File: src/rtl/core/vsaw_pkg.sv
package vsaw_pkg;

    localparam int AXIS_BITS   = 12;
    localparam int STEP_BITS   = 8;
    localparam int ORIGIN_BITS = 16;
    localparam int COORD_BITS  = 24;
    localparam int ADDR_BITS   = 3 * AXIS_BITS;
    localparam int DIM_BITS    = AXIS_BITS + 1;
    localparam int PROD_BITS   = AXIS_BITS + DIM_BITS;
    localparam int ROWA_BITS   = PROD_BITS + 1;
    localparam int PLANE_BITS  = PROD_BITS + DIM_BITS;

    localparam int STEPS_BITS  = 3 * STEP_BITS;
    localparam int VOL_BITS    = 3 * AXIS_BITS;
    localparam int SLICE_BITS  = 2 * AXIS_BITS;

    localparam int CFG_BITS_A  = (VOL_BITS > STEPS_BITS) ? VOL_BITS : STEPS_BITS;
    localparam int CFG_BITS_B  = (SLICE_BITS > ORIGIN_BITS) ? SLICE_BITS : ORIGIN_BITS;
    localparam int CFG_BITS    = (CFG_BITS_A > CFG_BITS_B) ? CFG_BITS_A : CFG_BITS_B;
    localparam int CFG_IDX_BITS = 3;

    localparam int IN_TDATA_BITS  = 8;
    localparam int OUT_TDATA_BITS = ((ADDR_BITS + 2 * AXIS_BITS + 7) / 8) * 8;
    localparam int OUT_TUSER_BITS = 2;

    typedef enum logic [CFG_IDX_BITS-1:0] {
        REG_ORIGIN_I    = 3'd0,
        REG_ORIGIN_J    = 3'd1,
        REG_ORIGIN_K    = 3'd2,
        REG_COL_STEP    = 3'd3,
        REG_ROW_STEP    = 3'd4,
        REG_VOLUME_LAST = 3'd5,
        REG_SLICE_LAST  = 3'd6
    } reg_idx_t;

    typedef struct packed {
        logic [ORIGIN_BITS-1:0] origin_i;
        logic [ORIGIN_BITS-1:0] origin_j;
        logic [ORIGIN_BITS-1:0] origin_k;
        logic [STEPS_BITS-1:0]  col_step;
        logic [STEPS_BITS-1:0]  row_step;
        logic [VOL_BITS-1:0]    volume_last;
        logic [SLICE_BITS-1:0]  slice_last;
    } cfg_t;

    // coordinates are zeroed when outside, so the address comes out as 0
    typedef struct packed {
        logic [AXIS_BITS-1:0] ci;
        logic [AXIS_BITS-1:0] cj;
        logic [AXIS_BITS-1:0] ck;
        logic                 in_vol;
        logic [AXIS_BITS-1:0] col;
        logic [AXIS_BITS-1:0] row;
        logic                 row_end;
        logic                 slice_end;
    } pix_t;

    typedef struct packed {
        logic [ADDR_BITS-1:0] addr;
        logic                 in_vol;
        logic [AXIS_BITS-1:0] col;
        logic [AXIS_BITS-1:0] row;
        logic                 row_end;
        logic                 slice_end;
    } res_t;

    function automatic logic [COORD_BITS-1:0] step_ext(input logic [STEP_BITS-1:0] s);
        step_ext = {{(COORD_BITS-STEP_BITS){s[STEP_BITS-1]}}, s};
    endfunction

    function automatic logic [COORD_BITS-1:0] origin_ext(input logic [ORIGIN_BITS-1:0] o);
        origin_ext = {{(COORD_BITS-ORIGIN_BITS){o[ORIGIN_BITS-1]}}, o};
    endfunction

endpackage

File: src/rtl/core/vsaw_cfg.sv
module vsaw_cfg (
    input  logic                           clk,
    input  logic                           rst_n,
    input  logic                           cfg_we,
    input  logic [vsaw_pkg::CFG_IDX_BITS-1:0] cfg_index,
    input  logic [vsaw_pkg::CFG_BITS-1:0]  cfg_wdata,
    output vsaw_pkg::cfg_t                 cfg
);
    import vsaw_pkg::*;

    cfg_t cfg_reg;
    cfg_t cfg_next;

    always_comb
    begin
        cfg_next = cfg_reg;
        if (cfg_we)
        begin
            case (reg_idx_t'(cfg_index))
                REG_ORIGIN_I:    cfg_next.origin_i    = cfg_wdata[ORIGIN_BITS-1:0];
                REG_ORIGIN_J:    cfg_next.origin_j    = cfg_wdata[ORIGIN_BITS-1:0];
                REG_ORIGIN_K:    cfg_next.origin_k    = cfg_wdata[ORIGIN_BITS-1:0];
                REG_COL_STEP:    cfg_next.col_step    = cfg_wdata[STEPS_BITS-1:0];
                REG_ROW_STEP:    cfg_next.row_step    = cfg_wdata[STEPS_BITS-1:0];
                REG_VOLUME_LAST: cfg_next.volume_last = cfg_wdata[VOL_BITS-1:0];
                REG_SLICE_LAST:  cfg_next.slice_last  = cfg_wdata[SLICE_BITS-1:0];
                default:         cfg_next = cfg_reg;
            endcase
        end
    end

    always_ff @(posedge clk or negedge rst_n)
    begin
        if (!rst_n)
            cfg_reg <= '0;
        else
            cfg_reg <= cfg_next;
    end

    assign cfg = cfg_reg;

endmodule

File: src/rtl/core/vsaw_walker.sv
module vsaw_walker (
    input  logic           clk,
    input  logic           rst_n,
    input  vsaw_pkg::cfg_t cfg,
    input  logic           in_valid,
    output logic           in_ready,
    input  logic           restart,
    output logic           pix_valid,
    input  logic           pix_ready,
    output vsaw_pkg::pix_t pix
);
    import vsaw_pkg::*;

    logic [COORD_BITS-1:0] cur_i_reg, cur_j_reg, cur_k_reg;
    logic [COORD_BITS-1:0] cur_i_next, cur_j_next, cur_k_next;
    logic [COORD_BITS-1:0] rs_i_reg, rs_j_reg, rs_k_reg;
    logic [COORD_BITS-1:0] rs_i_next, rs_j_next, rs_k_next;
    logic [AXIS_BITS-1:0]  col_reg, row_reg, col_next, row_next;
    logic                  vld_reg, vld_next;
    pix_t                  pix_reg, pix_next;

    logic [COORD_BITS-1:0] org_i, org_j, org_k;
    logic [COORD_BITS-1:0] b_i, b_j, b_k, br_i, br_j, br_k;
    logic [COORD_BITS-1:0] nr_i, nr_j, nr_k;
    logic [AXIS_BITS-1:0]  b_col, b_row;
    logic                  in_vol, rend, send, accept;

    assign in_ready = !vld_reg || pix_ready;
    assign accept   = in_valid && in_ready;

    assign org_i = origin_ext(cfg.origin_i);
    assign org_j = origin_ext(cfg.origin_j);
    assign org_k = origin_ext(cfg.origin_k);

    always_comb
    begin
        b_i   = restart ? org_i : cur_i_reg;
        b_j   = restart ? org_j : cur_j_reg;
        b_k   = restart ? org_k : cur_k_reg;
        br_i  = restart ? org_i : rs_i_reg;
        br_j  = restart ? org_j : rs_j_reg;
        br_k  = restart ? org_k : rs_k_reg;
        b_col = restart ? '0 : col_reg;
        b_row = restart ? '0 : row_reg;

        in_vol = !b_i[COORD_BITS-1] && !b_j[COORD_BITS-1] && !b_k[COORD_BITS-1]
              && (b_i <= COORD_BITS'(cfg.volume_last[AXIS_BITS-1:0]))
              && (b_j <= COORD_BITS'(cfg.volume_last[2*AXIS_BITS-1:AXIS_BITS]))
              && (b_k <= COORD_BITS'(cfg.volume_last[3*AXIS_BITS-1:2*AXIS_BITS]));
        rend = b_col >= cfg.slice_last[AXIS_BITS-1:0];
        send = rend && (b_row >= cfg.slice_last[2*AXIS_BITS-1:AXIS_BITS]);

        nr_i = br_i + step_ext(cfg.row_step[STEP_BITS-1:0]);
        nr_j = br_j + step_ext(cfg.row_step[2*STEP_BITS-1:STEP_BITS]);
        nr_k = br_k + step_ext(cfg.row_step[3*STEP_BITS-1:2*STEP_BITS]);

        pix_next.ci        = in_vol ? b_i[AXIS_BITS-1:0] : '0;
        pix_next.cj        = in_vol ? b_j[AXIS_BITS-1:0] : '0;
        pix_next.ck        = in_vol ? b_k[AXIS_BITS-1:0] : '0;
        pix_next.in_vol    = in_vol;
        pix_next.col       = b_col;
        pix_next.row       = b_row;
        pix_next.row_end   = rend;
        pix_next.slice_end = send;

        if (send)
        begin
            cur_i_next = org_i;
            cur_j_next = org_j;
            cur_k_next = org_k;
            rs_i_next  = org_i;
            rs_j_next  = org_j;
            rs_k_next  = org_k;
            col_next   = '0;
            row_next   = '0;
        end
        else if (rend)
        begin
            cur_i_next = nr_i;
            cur_j_next = nr_j;
            cur_k_next = nr_k;
            rs_i_next  = nr_i;
            rs_j_next  = nr_j;
            rs_k_next  = nr_k;
            col_next   = '0;
            row_next   = b_row + AXIS_BITS'(1);
        end
        else
        begin
            cur_i_next = b_i + step_ext(cfg.col_step[STEP_BITS-1:0]);
            cur_j_next = b_j + step_ext(cfg.col_step[2*STEP_BITS-1:STEP_BITS]);
            cur_k_next = b_k + step_ext(cfg.col_step[3*STEP_BITS-1:2*STEP_BITS]);
            rs_i_next  = br_i;
            rs_j_next  = br_j;
            rs_k_next  = br_k;
            col_next   = b_col + AXIS_BITS'(1);
            row_next   = b_row;
        end

        vld_next = accept ? 1'b1 : (pix_ready ? 1'b0 : vld_reg);
    end

    always_ff @(posedge clk or negedge rst_n)
    begin
        if (!rst_n)
        begin
            cur_i_reg <= '0;
            cur_j_reg <= '0;
            cur_k_reg <= '0;
            rs_i_reg  <= '0;
            rs_j_reg  <= '0;
            rs_k_reg  <= '0;
            col_reg   <= '0;
            row_reg   <= '0;
            vld_reg   <= 1'b0;
        end
        else
        begin
            vld_reg <= vld_next;
            if (accept)
            begin
                cur_i_reg <= cur_i_next;
                cur_j_reg <= cur_j_next;
                cur_k_reg <= cur_k_next;
                rs_i_reg  <= rs_i_next;
                rs_j_reg  <= rs_j_next;
                rs_k_reg  <= rs_k_next;
                col_reg   <= col_next;
                row_reg   <= row_next;
            end
        end
    end

    always_ff @(posedge clk)
    begin
        if (accept)
            pix_reg <= pix_next;
    end

    assign pix_valid = vld_reg;
    assign pix       = pix_reg;

endmodule

File: src/rtl/core/vsaw_addr.sv
module vsaw_addr (
    input  logic           clk,
    input  logic           rst_n,
    input  vsaw_pkg::cfg_t cfg,
    input  logic           pix_valid,
    output logic           pix_ready,
    input  vsaw_pkg::pix_t pix,
    output logic           res_valid,
    input  logic           res_ready,
    output vsaw_pkg::res_t res
);
    import vsaw_pkg::*;

    typedef struct packed {
        logic [PROD_BITS-1:0] kn;
        logic [ROWA_BITS-1:0] jn;
        pix_t                 p;
    } s1_t;

    typedef struct packed {
        logic [ADDR_BITS-1:0] plane;
        logic [ROWA_BITS-1:0] jn;
        pix_t                 p;
    } s2_t;

    logic [DIM_BITS-1:0]   ni, nj;
    logic [PLANE_BITS-1:0] plane_full;
    s1_t  s1_reg, s1_next;
    s2_t  s2_reg, s2_next;
    res_t res_reg, res_next;
    logic s1_vld_reg, s2_vld_reg, o_vld_reg;
    logic s1_rdy, s2_rdy, o_rdy;

    assign ni = DIM_BITS'(cfg.volume_last[AXIS_BITS-1:0]) + DIM_BITS'(1);
    assign nj = DIM_BITS'(cfg.volume_last[2*AXIS_BITS-1:AXIS_BITS]) + DIM_BITS'(1);

    assign o_rdy     = !o_vld_reg || res_ready;
    assign s2_rdy    = !s2_vld_reg || o_rdy;
    assign s1_rdy    = !s1_vld_reg || s2_rdy;
    assign pix_ready = s1_rdy;

    always_comb
    begin
        s1_next.kn = PROD_BITS'(pix.ck) * PROD_BITS'(ni);
        s1_next.jn = ROWA_BITS'(PROD_BITS'(pix.cj) * PROD_BITS'(ni))
                   + ROWA_BITS'(pix.ci);
        s1_next.p  = pix;

        plane_full     = PLANE_BITS'(s1_reg.kn) * PLANE_BITS'(nj);
        s2_next.plane  = plane_full[ADDR_BITS-1:0];
        s2_next.jn     = s1_reg.jn;
        s2_next.p      = s1_reg.p;

        res_next.addr      = s2_reg.plane + ADDR_BITS'(s2_reg.jn);
        res_next.in_vol    = s2_reg.p.in_vol;
        res_next.col       = s2_reg.p.col;
        res_next.row       = s2_reg.p.row;
        res_next.row_end   = s2_reg.p.row_end;
        res_next.slice_end = s2_reg.p.slice_end;
    end

    always_ff @(posedge clk or negedge rst_n)
    begin
        if (!rst_n)
        begin
            s1_vld_reg <= 1'b0;
            s2_vld_reg <= 1'b0;
            o_vld_reg  <= 1'b0;
        end
        else
        begin
            if (s1_rdy)
                s1_vld_reg <= pix_valid;
            if (s2_rdy)
                s2_vld_reg <= s1_vld_reg;
            if (o_rdy)
                o_vld_reg <= s2_vld_reg;
        end
    end

    always_ff @(posedge clk)
    begin
        if (s1_rdy && pix_valid)
            s1_reg <= s1_next;
        if (s2_rdy && s1_vld_reg)
            s2_reg <= s2_next;
        if (o_rdy && s2_vld_reg)
            res_reg <= res_next;
    end

    assign res_valid = o_vld_reg;
    assign res       = res_reg;

endmodule

File: src/rtl/core/volume_slice_address_walker.sv
// m_tvalid follows an accepted request through the walker register, two multiply stages
// and the output register.
// One request per cycle unless m_tready stalls; the walk's add/compare loop is combinational.
// Stalls fill pipeline bubbles first, so s_tready drops only when every stage holds data.
// Reset (rst_n, async, active low): config registers zero, walk at origin 0, pipeline empty.
module volume_slice_address_walker (
    input  logic                                 clk,
    input  logic                                 rst_n,
    input  logic                                 cfg_we,
    input  logic [vsaw_pkg::CFG_IDX_BITS-1:0]    cfg_index,
    input  logic [vsaw_pkg::CFG_BITS-1:0]        cfg_wdata,
    input  logic                                 s_tvalid,
    output logic                                 s_tready,
    input  logic [vsaw_pkg::IN_TDATA_BITS-1:0]   s_tdata,  // restart
    output logic                                 m_tvalid,
    input  logic                                 m_tready,
    output logic [vsaw_pkg::OUT_TDATA_BITS-1:0]  m_tdata,  // voxel_address, out_col, out_row
    output logic [vsaw_pkg::OUT_TUSER_BITS-1:0]  m_tuser,  // inside_res, row_end
    output logic                                 m_tlast   // slice_end
);
    import vsaw_pkg::*;

    cfg_t cfg;
    pix_t pix;
    res_t res;
    logic pix_valid, pix_ready;

    vsaw_cfg u_cfg (
        .clk       (clk),
        .rst_n     (rst_n),
        .cfg_we    (cfg_we),
        .cfg_index (cfg_index),
        .cfg_wdata (cfg_wdata),
        .cfg       (cfg)
    );

    vsaw_walker u_walker (
        .clk       (clk),
        .rst_n     (rst_n),
        .cfg       (cfg),
        .in_valid  (s_tvalid),
        .in_ready  (s_tready),
        .restart   (s_tdata[0]),
        .pix_valid (pix_valid),
        .pix_ready (pix_ready),
        .pix       (pix)
    );

    vsaw_addr u_addr (
        .clk       (clk),
        .rst_n     (rst_n),
        .cfg       (cfg),
        .pix_valid (pix_valid),
        .pix_ready (pix_ready),
        .pix       (pix),
        .res_valid (m_tvalid),
        .res_ready (m_tready),
        .res       (res)
    );

    assign m_tdata = OUT_TDATA_BITS'({res.row, res.col, res.addr});
    assign m_tuser = {res.row_end, res.in_vol};
    assign m_tlast = res.slice_end;

    a_last_ends_row: assert property (@(posedge clk) disable iff (!rst_n)
        m_tvalid && m_tlast |-> m_tuser[1])
        else $error("slice end without row end");

    a_outside_zero: assert property (@(posedge clk) disable iff (!rst_n)
        m_tvalid && !m_tuser[0] |-> m_tdata[ADDR_BITS-1:0] == '0)
        else $error("outside voxel with nonzero address");

    a_stall_only_full: assert property (@(posedge clk) disable iff (!rst_n)
        !s_tready |-> m_tvalid && !m_tready)
        else $error("input stalled while output side free");

endmodule
File: config.mk
export PLATFORM = sky130hd
export DESIGN_NAME = volume_slice_address_walker
export DESIGN_NICKNAME = d
export VERILOG_FILES = /design/src/rtl/core/vsaw_pkg.sv /design/src/rtl/core/vsaw_cfg.sv /design/src/rtl/core/vsaw_walker.sv /design/src/rtl/core/vsaw_addr.sv /design/src/rtl/core/volume_slice_address_walker.sv
export SDC_FILE = /design/constraint.sdc
export NUM_CORES = 2
export LEC_CHECK = 0
export ABC_CLOCK_PERIOD_IN_PS = 6200
export BUFFER_PORTS_ARGS = -buffer_cell sky130_fd_sc_hd__buf_2
export CORE_MARGIN = 1.5
export CORE_UTILIZATION = 59
export CTS_CLUSTER_DIAMETER = 30
export DETAILED_ROUTE_END_ITERATION = 12
export GPL_TIMING_DRIVEN = 0
export PLACE_DENSITY = 0.79
export SLEW_MARGIN = 20
export SYNTH_ARGS = -nofsm -noshare
export SYNTH_HDL_FRONTEND = slang
export SYNTH_SLANG_ARGS = --single-unit
File: constraint.sdc
create_clock -name clk -period 6.2 [get_ports clk]
set_input_delay 0.31 -clock clk [delete_from_list [all_inputs] [get_ports clk]]
set_output_delay 0.31 -clock clk [all_outputs]
set_load 0.02 [all_outputs]
==> impl_metrics.json <==
{
  "status": "finished, violations left",
  "violations": "setup timing",
  "max_freq_mhz": 148,
  "grt_first_pass_wirelength_microns": 267000,
  "core_area_sq_um": 90400,
  "portBuffers": 106,
  "reg2reg_depth": 27,
  "endpoint_kind": "flop",
  "first_pass_iters": 10,
  "grt_use_total_pct": 37.8,
  "r2r_slack_ns": -0.57,
  "place_congestion": 1.06,
  "setup_violations": 49,
  "fin_skew_ns": 0.0521,
  "max_stage_delay_ns": 0.59,
  "synthTopCellsByArea": "fa_1, edfxtp_1, dfrtp_1",
  "holdWs_ns": 0.0451,
  "worst_ep_arrival_time_ns": 7.31,
  "ys_ff_latch": 621,
  "postLayoutSetupSlackWorst_ns": -0.567,
  "synth_warnings": 0,
  "synthTopCellsByCount": "inv_1, nand2_1, fa_1",
  "min_period_over_period_pct": 109,
  "routedWlPerCell_microns": 25.1,
  "io_pins": 121,
  "synthCells": 5546,
  "finalCriticalPeriod_ns": 6.77,
  "ys.flop_type": "dfrtp_1",
  "slowest_stage": "fa_2",
  "start_util_pct": 59.8,
  "clockBufferDepth": 3,
  "wl_microns": 182000,
  "remaining_drc_errors": 0,
  "ant_nets": 0,
  "path_clk_slew_ns": 0.06,
  "root_buffer": "clkbuf_16",
  "std_cell_rows": 110,
  "vias": 46509,
  "syn2layout_area_growth_pct": 19.4,
  "ys_seq_area_share_pct": 31.4,
  "relSlewSlack_pct": 14.2,
  "crit_top_cell": "fa_1",
  "rsz0062_at_grt": "true",
  "slew_violations": 0,
  "busiest_layer": "met2",
  "antenna_found_initial": 17,
  "viasPerCell": 6.39,
  "numClockSinks": 621,
  "drive_gt1_share_pct": 16.3,
  "grt_pass1_vias": 46946,
  "die_w_microns": 306,
  "cts_max_level": 4,
  "avgSynthCellArea_sq_um": 9.76,
  "hold_viol": 0,
  "dp_hpwl_microns": 124000,
  "synth_area_leader_cell": "fa_1",
  "r2r-end": "u_addr.s2_reg[114]",
  "drv_cap": 0,
  "dp_slack_ns": -1.56,
  "met2_usage_pct": 58.7,
  "yosysMostFrequentCell": "inv_1",
  "clock_latency_ns": 0.78,
  "critPathMaxFanout": 5,
  "ys_types": 87,
  "grt_max_degree": 95,
  "critical_path.startpoint": "u_cfg.cfg[36]",
  "tightest_slew_ns": 1.29,
  "grtUsageMet3_pct": 12.4,
  "tns_ns": -10.07,
  "largest_reg_flops": 156,
  "fin_nets": 6963,
  "syn_area_sq_um": 54100,
  "netlist.area_leader.share_pct": 18.2,
  "synth_edf_count": 293,
  "drtIter0Drc": 5662,
  "r2r_start": "u_cfg.cfg[36]",
  "cp.required_ns": 6.74,
  "worst_hold_path_type": "input pin to flop",
  "die_y_microns": 306,
  "crit_path_end": "u_addr.s2_reg[114]",
  "post-route-util_pct": 71.4,
  "cts_tree": "built",
  "path_class": "flop to flop",
  "grt-ovfl-total": 0,
  "numCtsBuffers": 135,
  "grt_use_met1_pct": 42.4,
  "startpoint_type": "flop",
  "die_area_sq_um": 93500,
  "ys_async_sr_fraction_pct": 52.8
}
[per-stage QoR]
step	instance area [sq um]	std cells
2_1_floorplan	54200	5549
3_5_place_dp	56400	6841
3_3_place_gp	56200	6831
4_1_cts	63500	7211
6_report	64600	7280
5_1_grt	64600	7268
[kinds of logic after synthesis]
group                    Yosys count  synth area share [%]
AO/OA/AOI/OAI                   1062                  12.4
XOR/XNOR                         242                  3.92
adder cells (fa/ha/maj)          930                  28.3
buffers and inverters           1022                  7.14
flip-flops                       621                  31.4
multiplexers                     169                  3.50
other                              1               0.00693
AND/OR/NAND/NOR                 1499                  13.3
[worst min path at each step]
stage	slack (ns)	to	from	cells after the start
4_1_cts	0.005	u_cfg.cfg[69]	cfg_wdata[9]	3
5_1_grt	0.03	u_cfg.cfg[0]	cfg_wdata[0]	2
3_5_place_dp	0.36	u_walker.rs_k_reg[22]	rst_n	1
3_3_place_gp	0.40	u_addr.s2_reg[63]	u_addr.s1_reg[63]	0
2_1_floorplan	0.01	u_addr.res_valid	rst_n	0
6_report	0.05	u_cfg.cfg[123]	cfg_index[1]	4
[placed cells by master, fill, tap and decap left out, drive strengths merged, types with 21 or more instances in the layout]
cell type  instances
buf              321
a21oi            265
a31oi             34
and2             223
dfrtp            328
nand2            680
mux2             160
nand2b            40
a21o             107
o21a              57
xnor2            174
fa               491
nand3             68
a211oi            45
or3               21
clkinv            47
o21bai            30
nor3              59
edfxtp           293
inv              804
o21ai            317
nor3b             34
and3              35
nor2b             95
o211ai            33
ha               439
nand4             32
xor2              68
nor2             167
clkbuf           348
[worst max-delay path, delay by kind of cell (launching register included)]
kind,cells,cell delay [ns]
and+or+nand+nor,5,0.58
xor gates and xnor gates,2,0.59
AOI/OAI and AO/OA,7,1.27
buffers and inverters,6,0.63
DFF,1,0.44
adders and majority gates,7,3.00
[timing repair]
item	in CTS	in global routing
pin swaps	120	157
hold buffers	20	0
endpoints found under the hold margin	105	0
gates resized for setup	292	165
buffers inserted	104	62
gates cloned	2	1
setup endpoints to repair	106	76
[layer usage]
layer | part of all wire [%] | wire length, microns
met1 | 33 | 59800
met5 | 0.059 | 107
met3 | 12 | 22700
met4 | 10 | 18900
met2 | 44 | 81000
[layout make-up]
type | instances | area [sq um]
Buffer | 230 | 1260
Sequential cell | 621 | 17000
Timing Repair Buffer | 296 | 2280
Multi-Input combinational cell | 3906 | 34800
Tap cell | 1176 | 1470
Clock inverter | 85 | 1070
Inverter | 791 | 2970
Clock buffer | 163 | 3630
Antenna cell | 12 | 30.0
Fill cell | 5976 | 25800
Power is left out: the tool's default activity adds up to more than one toggle a clock period on the data nets, which glitch-free logic cannot reach.
